File: config.mk
export PLATFORM = sky130hd
export DESIGN_NAME = timer_queue_scheduler
export DESIGN_NICKNAME = d
export VERILOG_FILES = /design/src/hdl/tqs_pkg.sv /design/src/hdl/tqs_ctrl.sv /design/src/hdl/tqs_datapath.sv /design/src/hdl/timer_queue_scheduler.sv
export VERILOG_INCLUDE_DIRS = /design/src /design/src/hdl
export SDC_FILE = /design/constraint.sdc
export NUM_CORES = 2
export LEC_CHECK = 0
export BUFFER_PORTS_ARGS = -buffer_cell sky130_fd_sc_hd__buf_2
export CAP_MARGIN = 20
export CORE_MARGIN = 1
export CORE_UTILIZATION = 28
export CTS_CLUSTER_DIAMETER = 150
export DETAILED_ROUTE_END_ITERATION = 16
export MAX_ROUTING_LAYER = met4
export PLACE_DENSITY_LB_ADDON = 0.12
export SYNTH_ARGS = -nofsm -noshare
export SYNTH_HDL_FRONTEND = slang
export SYNTH_SLANG_ARGS = --single-unit
File: constraint.sdc
create_clock -name clock -period 7.2 [get_ports clock]
set_input_delay 0.72 -clock clock [delete_from_list [all_inputs] [get_ports clock]]
set_output_delay 0.72 -clock clock [all_outputs]
set_load 0.01 [all_outputs]
File: src/hdl/timer_queue_scheduler_defines.svh
// ----------------------------------------------------------------------------
// timer_queue_scheduler_defines
// Assertion macros used by the timer queue scheduler datapath.
// ----------------------------------------------------------------------------
`ifndef TIMER_QUEUE_SCHEDULER_DEFINES_SVH
`define TIMER_QUEUE_SCHEDULER_DEFINES_SVH
// assert an implication on every clock edge outside reset
`define TQS_ASSERT_IMP(label, ante, cons, msg) \
   label: assert property (@(posedge clock) disable iff (reset) (ante) |-> (cons)) \
      else $error(msg);
// assert an implication in the cycle after the antecedent
`define TQS_ASSERT_NEXT(label, ante, cons, msg) \
   label: assert property (@(posedge clock) disable iff (reset) (ante) |=> (cons)) \
      else $error(msg);
`endif

File: src/hdl/tqs_pkg.sv
// ----------------------------------------------------------------------------
// tqs_pkg
// Shared types and constants of the timer queue scheduler.
// ----------------------------------------------------------------------------
package tqs_pkg;
   localparam int SLOTS_DEF       = 16;
   localparam int HANDLE_BITS_DEF = 16;
   localparam int TIME_BITS_DEF   = 40;
   localparam logic [26:0] DAY_MS = 27'd86400000;

   localparam logic [1:0] OP_TICK   = 2'd0;
   localparam logic [1:0] OP_ADD    = 2'd1;
   localparam logic [1:0] OP_CANCEL = 2'd2;
   localparam logic [1:0] OP_CLEAR  = 2'd3;

   localparam logic KIND_FIRED = 1'b0;
   localparam logic KIND_ADD   = 1'b1;

   // controller to datapath
   typedef struct packed {
      logic load;      // capture request, advance time on tick
      logic do_add;    // store into free slot / reply
      logic do_cancel;
      logic do_clear;
      logic scan_clr;  // reset running best
      logic scan_step; // compare one slot
      logic fire;      // emit best and retire/re-arm it
   } tqs_cmd_type;

   // datapath to controller
   typedef struct packed {
      logic scan_done;
      logic found;
   } tqs_sts_type;
endpackage

File: src/hdl/tqs_ctrl.sv
// ----------------------------------------------------------------------------
// tqs_ctrl
// Sequencer: decode request, run one scan per fired timer plus a final one, pace output.
// ----------------------------------------------------------------------------
module tqs_ctrl
   import tqs_pkg::*;
(
   input  logic        clock,
   input  logic        reset,
   input  logic        req_valid,
   output logic        req_ready,
   input  logic [1:0]  req_operation,
   input  logic        out_busy,
   input  tqs_sts_type sts,
   output tqs_cmd_type cmd
);
   typedef enum logic [3:0] {
      ST_IDLE = 4'b0001,
      ST_SCAN = 4'b0010,
      ST_FIRE = 4'b0100,
      ST_OP   = 4'b1000
   } state_type;

   state_type state_ff, state_in;
   logic [1:0] op_ff, op_in;

   assign req_ready = (state_ff == ST_IDLE);

   always_comb begin
      state_in = state_ff;
      op_in    = op_ff;
      cmd      = '0;
      case (state_ff)
         ST_IDLE: begin
            if (req_valid) begin
               cmd.load = 1'b1;
               op_in    = req_operation;
               if (req_operation == OP_TICK) begin
                  cmd.scan_clr = 1'b1;
                  state_in     = ST_SCAN;
               end else begin
                  state_in = ST_OP;
               end
            end
         end
         ST_OP: begin
            // add needs the output register free
            if (op_ff == OP_ADD) begin
               if (!out_busy) begin
                  cmd.do_add = 1'b1;
                  state_in   = ST_IDLE;
               end
            end else begin
               cmd.do_cancel = (op_ff == OP_CANCEL);
               cmd.do_clear  = (op_ff == OP_CLEAR);
               state_in      = ST_IDLE;
            end
         end
         ST_SCAN: begin
            cmd.scan_step = 1'b1;
            if (sts.scan_done) state_in = ST_FIRE;
         end
         ST_FIRE: begin
            if (!sts.found) begin
               state_in = ST_IDLE;
            end else if (!out_busy) begin
               cmd.fire     = 1'b1;
               cmd.scan_clr = 1'b1;
               state_in     = ST_SCAN;
            end
         end
         default: state_in = ST_IDLE;
      endcase
   end

   always_ff @(posedge clock) begin
      if (reset) begin
         state_ff <= ST_IDLE;
         op_ff    <= OP_TICK;
      end else begin
         state_ff <= state_in;
         op_ff    <= op_in;
      end
   end
endmodule

File: src/hdl/tqs_datapath.sv
// ----------------------------------------------------------------------------
// tqs_datapath
// Slot table, time and handle counters, serial minimum search, output stage.
// ----------------------------------------------------------------------------
module tqs_datapath
   import tqs_pkg::*;
#(
   parameter int SLOTS       = SLOTS_DEF,
   parameter int HANDLE_BITS = HANDLE_BITS_DEF,
   parameter int TIME_BITS   = TIME_BITS_DEF
) (
   input  logic        clock,
   input  logic        reset,
   input  tqs_cmd_type cmd,
   output tqs_sts_type sts,
   input  logic [26:0] req_delay_ms,
   input  logic [26:0] req_period_ms,
   input  logic [15:0] req_target_handle,
   output logic        out_busy,
   output logic        rsp_valid,
   input  logic        rsp_ready,
   output logic        rsp_kind,
   output logic [15:0] rsp_handle,
   output logic        rsp_status,
   output logic        rsp_last_of_run
);
   localparam int IW = $clog2(SLOTS);
   // common width for matching a stored handle against a request handle
   localparam int CW = (HANDLE_BITS > 16) ? HANDLE_BITS : 16;

   logic                   valid_ff [SLOTS];
   logic [HANDLE_BITS-1:0] hnd_ff   [SLOTS];
   logic [TIME_BITS-1:0]   due_ff   [SLOTS];
   logic [26:0]            per_ff   [SLOTS];

   logic [TIME_BITS-1:0]   now_ff;
   logic [HANDLE_BITS-1:0] next_ff;
   logic [26:0]            delay_ff, period_ff;
   logic [15:0]            target_ff;

   // serial search state: pending bits frozen at tick time
   logic                   pend_ff [SLOTS];
   logic [IW-1:0]          idx_ff;
   logic                   found_ff;
   logic [IW-1:0]          best_ff;
   logic [TIME_BITS-1:0]   bdue_ff;
   logic [HANDLE_BITS-1:0] bhnd_ff;

   // output register
   logic        ov_ff, okind_ff, ostat_ff, olast_ff;
   logic [15:0] ohnd_ff;

   // lowest free slot, any-pending after this pick
   logic          free_ok;
   logic [IW-1:0] free_idx;
   logic          more;
   logic [IW-1:0] cur;
   logic          better;
   logic [26:0]   dsat, psat;

   always_comb begin
      free_ok  = 1'b0;
      free_idx = '0;
      for (int i = SLOTS - 1; i >= 0; i--) begin
         if (!valid_ff[i]) begin
            free_ok  = 1'b1;
            free_idx = IW'(i);
         end
      end
      more = 1'b0;
      for (int i = 0; i < SLOTS; i++) begin
         if (pend_ff[i] && IW'(i) != best_ff) more = 1'b1;
      end
   end

   assign cur    = idx_ff;
   assign better = pend_ff[cur] && (!found_ff || due_ff[cur] < bdue_ff ||
                   (due_ff[cur] == bdue_ff && hnd_ff[cur] < bhnd_ff));
   assign dsat   = (delay_ff  > DAY_MS) ? DAY_MS : delay_ff;
   assign psat   = (period_ff > DAY_MS) ? DAY_MS : period_ff;

   assign sts.scan_done = (idx_ff == IW'(SLOTS - 1)) && cmd.scan_step;
   assign sts.found     = found_ff;
   assign out_busy      = ov_ff && !rsp_ready;

   always_ff @(posedge clock) begin
      if (reset) begin
         now_ff  <= '0;
         next_ff <= HANDLE_BITS'(1);
         ov_ff   <= 1'b0;
         for (int i = 0; i < SLOTS; i++) begin
            valid_ff[i] <= 1'b0;
            pend_ff[i]  <= 1'b0;
         end
      end else begin
         if (cmd.do_add || cmd.fire) ov_ff <= 1'b1;
         else if (ov_ff && rsp_ready) ov_ff <= 1'b0;
         if (cmd.load) begin
            delay_ff  <= req_delay_ms;
            period_ff <= req_period_ms;
            target_ff <= req_target_handle;
         end
         // tick: advance time and freeze the due set
         if (cmd.load && cmd.scan_clr) begin
            now_ff <= now_ff + 1'b1;
            for (int i = 0; i < SLOTS; i++)
               pend_ff[i] <= valid_ff[i] && (due_ff[i] <= now_ff + 1'b1);
         end
         if (cmd.do_cancel) begin
            for (int i = 0; i < SLOTS; i++)
               if (CW'(hnd_ff[i]) == CW'(target_ff))
                  valid_ff[i] <= 1'b0;
         end
         if (cmd.do_clear) begin
            for (int i = 0; i < SLOTS; i++) valid_ff[i] <= 1'b0;
         end
         if (cmd.do_add) begin
            okind_ff <= KIND_ADD;
            olast_ff <= 1'b1;
            ostat_ff <= !free_ok;
            ohnd_ff  <= free_ok ? 16'(next_ff) : 16'd0;
            if (free_ok) begin
               valid_ff[free_idx] <= 1'b1;
               hnd_ff[free_idx]   <= next_ff;
               due_ff[free_idx]   <= now_ff + TIME_BITS'(dsat);
               per_ff[free_idx]   <= psat;
               next_ff <= (next_ff + 1'b1 == '0) ? HANDLE_BITS'(1) : next_ff + 1'b1;
            end
         end
         if (cmd.fire) begin
            okind_ff <= KIND_FIRED;
            ostat_ff <= 1'b0;
            olast_ff <= !more;
            ohnd_ff  <= 16'(bhnd_ff);
            pend_ff[best_ff] <= 1'b0;
            if (per_ff[best_ff] != '0)
               due_ff[best_ff] <= now_ff + TIME_BITS'(per_ff[best_ff]);
            else
               valid_ff[best_ff] <= 1'b0;
         end
      end
   end

   // search registers
   always_ff @(posedge clock) begin
      if (reset) begin
         idx_ff   <= '0;
         found_ff <= 1'b0;
      end else if (cmd.scan_clr) begin
         idx_ff   <= '0;
         found_ff <= 1'b0;
      end else if (cmd.scan_step) begin
         idx_ff <= (idx_ff == IW'(SLOTS - 1)) ? '0 : idx_ff + 1'b1;
         if (better) begin
            found_ff <= 1'b1;
            best_ff  <= cur;
            bdue_ff  <= due_ff[cur];
            bhnd_ff  <= hnd_ff[cur];
         end
      end
   end

   assign rsp_valid       = ov_ff;
   assign rsp_kind        = okind_ff;
   assign rsp_handle      = ohnd_ff;
   assign rsp_status      = ostat_ff;
   assign rsp_last_of_run = olast_ff;

`include "timer_queue_scheduler_defines.svh"
   `TQS_ASSERT_IMP(a_fire_found, cmd.fire, found_ff, "fire without a pending slot")
   `TQS_ASSERT_IMP(a_no_overwrite, cmd.fire || cmd.do_add, !out_busy, "output overwritten")
   `TQS_ASSERT_NEXT(a_fire_out, cmd.fire, ov_ff && okind_ff == KIND_FIRED, "fire lost")
endmodule

File: src/hdl/timer_queue_scheduler.sv
// ----------------------------------------------------------------------------
// timer_queue_scheduler
// Table of millisecond timers: add, cancel, clear, tick with ordered firing.
// ----------------------------------------------------------------------------
// channel  direction  payload
// req_     in         operation, delay_ms, period_ms, target_handle
// rsp_     out        kind, handle, status, last_of_run
//
// Add, cancel and clear pass through an operation state; a tick runs one serial
// minimum search over the slot table per fired timer, plus one that finds none.
// Reset clears time and all slot valid bits and sets the handle counter to one
// at once. A stalled rsp_ holds the sequencer before the next result.
module timer_queue_scheduler
   import tqs_pkg::*;
#(
   parameter int SLOTS       = SLOTS_DEF,
   parameter int HANDLE_BITS = HANDLE_BITS_DEF,
   parameter int TIME_BITS   = TIME_BITS_DEF
) (
   input  logic        clock,
   input  logic        reset,
   input  logic        req_valid,
   output logic        req_ready,
   input  logic [1:0]  req_operation,
   input  logic [26:0] req_delay_ms,
   input  logic [26:0] req_period_ms,
   input  logic [15:0] req_target_handle,
   output logic        rsp_valid,
   input  logic        rsp_ready,
   output logic        rsp_kind,
   output logic [15:0] rsp_handle,
   output logic        rsp_status,
   output logic        rsp_last_of_run
);
   tqs_cmd_type cmd;
   tqs_sts_type sts;
   logic        out_busy;

   // sequence each request
   tqs_ctrl u_ctrl (
      .clock, .reset, .req_valid, .req_ready, .req_operation,
      .out_busy, .sts, .cmd
   );

   // hold the table and drive results
   tqs_datapath #(
      .SLOTS(SLOTS), .HANDLE_BITS(HANDLE_BITS), .TIME_BITS(TIME_BITS)
   ) u_dp (
      .clock, .reset, .cmd, .sts, .req_delay_ms, .req_period_ms,
      .req_target_handle, .out_busy, .rsp_valid, .rsp_ready, .rsp_kind,
      .rsp_handle, .rsp_status, .rsp_last_of_run
   );
endmodule

==> out/metrics.yaml <==
floorplan:
  row_count: 196
  dieArea_mm2: 0.291
  pin_count: 97
  coreArea_mm2: 0.286
  fp.dieW_um: 539
  dieHeight_um: 539
  initial_core_util_pct: 28.3
yosys:
  syn_inst: 5443
  ys_types: 80
  yosysTopAreaCellShare_pct: 55.4
  synth_edf_count: 1493
  avgSynthCellArea_um2: 14.9
  synth.area.top_cells: "edfxtp_1 55%, ha_1 11%, mux4_2 11%"
  ys_ff_latch: 1585
  synth_fp_nets: 6247
  ys_seq_area_share_pct: 57.7
  synth_top_area_cell: "edfxtp_1"
  synthArstFlopShare_pct: 0
  ys_warn_count: 0
  ys.flop_type: "edfxtp_1"
  syn_area_mm2: 0.0809
global_routing:
  grt_pass1_wl_mm: 422
  met2_usage_pct: 33.7
  met1_usage_pct: 28.7
  grt_remaining_overflow: 0
  antenna_found_initial: 9
  gr-usage-met3_pct: 2.91
  first_global_vias: 52300
  grt_max_degree: 70
  grt_busiest_layer: "met2"
  track_usage_pct: 21.2
route:
  initialDrtViolationCount: 4841
  first_pass_iters: 5
  drt-vias-per-instance: 5.26
  ant_nets: 0
  wirelength_mm: 303
  wl_per_cell_um: 30.9
  vias: 51500
  drc_errors: 0
layout:
  stdcell_count: 9802
  nNetsFinal: 6682
  syn_to_final_growth_pct: 17.6
  drive_gt1_share_pct: 19.0
timing:
  setup_viol: 0
  rsz0062_at_grt: "no"
  hold_violations: 0
  worst_slack_ps: 557
  relSlewSlack_pct: 19.0
  finalCriticalPeriod_ps: 6640
  min_period_over_period_pct: 92.3
  fin_setup_tns_ps: 0
  skew_ps: 86.7
  fmax_mhz: 151
  hold_slack_ps: 122
  slew_viol_final: 0
  worst-slew-pin-transition_ps: 1200
critical_path:
  worstPathMaxFanout: 60
  required_ps: 7670
  cp-start-kind: "flop"
  path_class: "reg -> reg"
  worst_ep_arrival_time_ps: 7110
  end_kind: "flop"
power_and_ir_drop:
  peakVddDrop_mv: 0.258
  pwr-share-comb_pct: 3.2
  internal_power_mw: 15.9
  p_sw_share_pct: 22.6
  pwr-share-seq_pct: 49.4
  power-per-cell-area_mw_per_mm2: 216
  clockPowerShare_pct: 47.5
  leakage_nw: 32.4
  p_switching_mw: 4.64
clocking:
  worstSkewPairLatency_ps: 880
  htreeDepth: 4
  clock_sinks: 1585
  ctsLongestPathBuffers: 3
  postCtsSetupRepairBufs: 0
  tritoncts: "yes"
  clkTransAtPathRegs_ps: 60
  cts-root-buf: "clkbuf_16"
  numCtsBuffers: 186
job:
  drv_cap: 0
placed_design:
  io_buffers: 96
  dp_hpwl_mm: 218
  dp.cells: 9376
  pre_cts_ws_ps: 67.9
  gp_congestion: 0.889
hold_path:
  hold_path_class: "in -> reg"
run_status:
  status: "completed"
==> power groups by stage <==
stage	clock (mW)	combinational (mW)	sequential [mW]
after floorplan	0	0.341	10.3
after global placement	0	0.619	10.3
after CTS	9.97	0.653	10.1
final	9.76	0.648	10.1
after global routing	10.3	0.696	10.1
after detailed placement	0	0.623	10.3
==> metal layers <==
layer | part of all wire [%] | vias to the layer above
met2 | 47 | 1517
met5 | 0 | -
met3 | 4.8 | 291
met1 | 46 | 27000
li1 | - | 22700
met4 | 2.3 | 0
==> cells in the mapped netlist (54+ instances only) <==
| cell | instances |
|---|---|
| nand3_1 | 101 |
| xnor2_1 | 172 |
| ha_1 | 727 |
| dfxtp_1 | 92 |
| nor2b_1 | 70 |
| a22oi_1 | 54 |
| a21o_1 | 173 |
| xor2_1 | 167 |
| o21ai_0 | 237 |
| a21oi_1 | 217 |
| inv_1 | 138 |
| nor3_1 | 68 |
| nor4_1 | 74 |
| nor2_1 | 191 |
| nand4_1 | 202 |
| clkbuf_1 | 132 |
| edfxtp_1 | 1493 |
| nand2_1 | 259 |
| mux4_2 | 394 |
==> flip-flops by register name, summed over array words and instances (netlist names), 27 cells and up, named ones only <==
| register | flops |
|---|---|
| u_dp.hnd_ff | 256 |
| u_dp.now_ff | 40 |
| u_dp.per_ff | 432 |
| u_dp.period_ff | 27 |
| u_dp.due_ff | 640 |
| u_dp.delay_ff | 27 |
| u_dp.bdue_ff | 40 |
==> final timing paths <==
check                               startpoint                            to  slack, ps  depth (start not counted)
setup / recovery                          flop    u_dp.bdue_ff[15]$_DFFE_PP_        560                         14
hold / removal                req_operation[0]  u_ctrl.op_ff[0]$_SDFFE_PP0P_        120                          3
hold reg to reg   u_dp.now_ff[39]$_SDFFE_PP0P_  u_dp.now_ff[39]$_SDFFE_PP0P_        500                          2
setup reg to reg                          flop    u_dp.bdue_ff[15]$_DFFE_PP_        560                         14
==> metrics by stage <==
| step | util (%) | cell area [µm²] | power [mW] |
|---|---|---|---|
| floorplan | - | 80900 | 10.7 |
| global placement | 30.7 | 88000 | 11.0 |
| detailed placement | 30.8 | 88000 | 11.0 |
| CTS | 33.2 | 95000 | 20.8 |
| global route | 33.2 | 95100 | 21.1 |
| finish | 33.2 | 95100 | 20.6 |
==> cell usage in the layout, fill, tap and decap left out, drive strengths merged, types with 26 or more instances in the layout <==
master / netlist / layout
nor2: 192 / 192
dlygate4sd3: 0 / 70
ha: 727 / 727
nand2b: 29 / 29
nor4: 74 / 74
a22oi: 54 / 54
nand3: 101 / 101
o21ai: 241 / 241
buf: 60 / 368
nand2: 260 / 260
a31oi: 32 / 32
clkbuf: 132 / 230
nand4: 202 / 202
a21oi: 217 / 217
clkinv: 0 / 92
nor2b: 70 / 70
a211oi: 26 / 26
o21a: 41 / 41
a21o: 173 / 173
edfxtp: 1493 / 1493
and3: 28 / 28
xor2: 167 / 167
and2: 32 / 32
xnor2: 172 / 172
mux4: 394 / 394
dfxtp: 92 / 92
nor3: 68 / 68
o211ai: 42 / 42
inv: 139 / 129
==> final cells by class <==
| class | instances | area, µm² |
|---|---|---|
| timing repair buffer | 439 | 3470 |
| sequential | 1585 | 46700 |
| tap | 3762 | 4710 |
| inverter | 139 | 538 |
| clock buffer | 229 | 4870 |
| antenna | 6 | 15.0 |
| fill | 27600 | 191000 |
| clock inverter | 115 | 1390 |
| multi-input combinational | 3527 | 33400 |
==> worst max-delay path, stage by stage (launching register included) <==
cell and delay [ps]:
dfxtp_4 790, buf_4 610, buf_4 780, mux4_2 470, mux4_2 560, ha_1 220, a21oi_1 150, nor2b_1 60
o21ai_0 780, nand4_1 470, o31ai_1 330, o21ai_1 140, a21bo_2 280, clkinv_2 80, buf_12 370
==> repair_timing <==
action,in CTS,in global routing
hold buffers,70,0
cloned,0,0
gates resized for setup,1,2
pin swaps,0,0
hold endpoints to repair,70,0
endpoints found under the setup margin,16,16
==> cell families after synthesis <==
kind of cell	count (synthesis)	synth area share [%]
flops	1585	57.7
simple gates	1110	7.06
compound gates	947	7.53
fa+ha+maj	728	11.3
mux	403	11.1
xor+xnor	339	3.67
buf+inv	331	1.63
No activity file was read; power rests on OpenSTA's default activity.
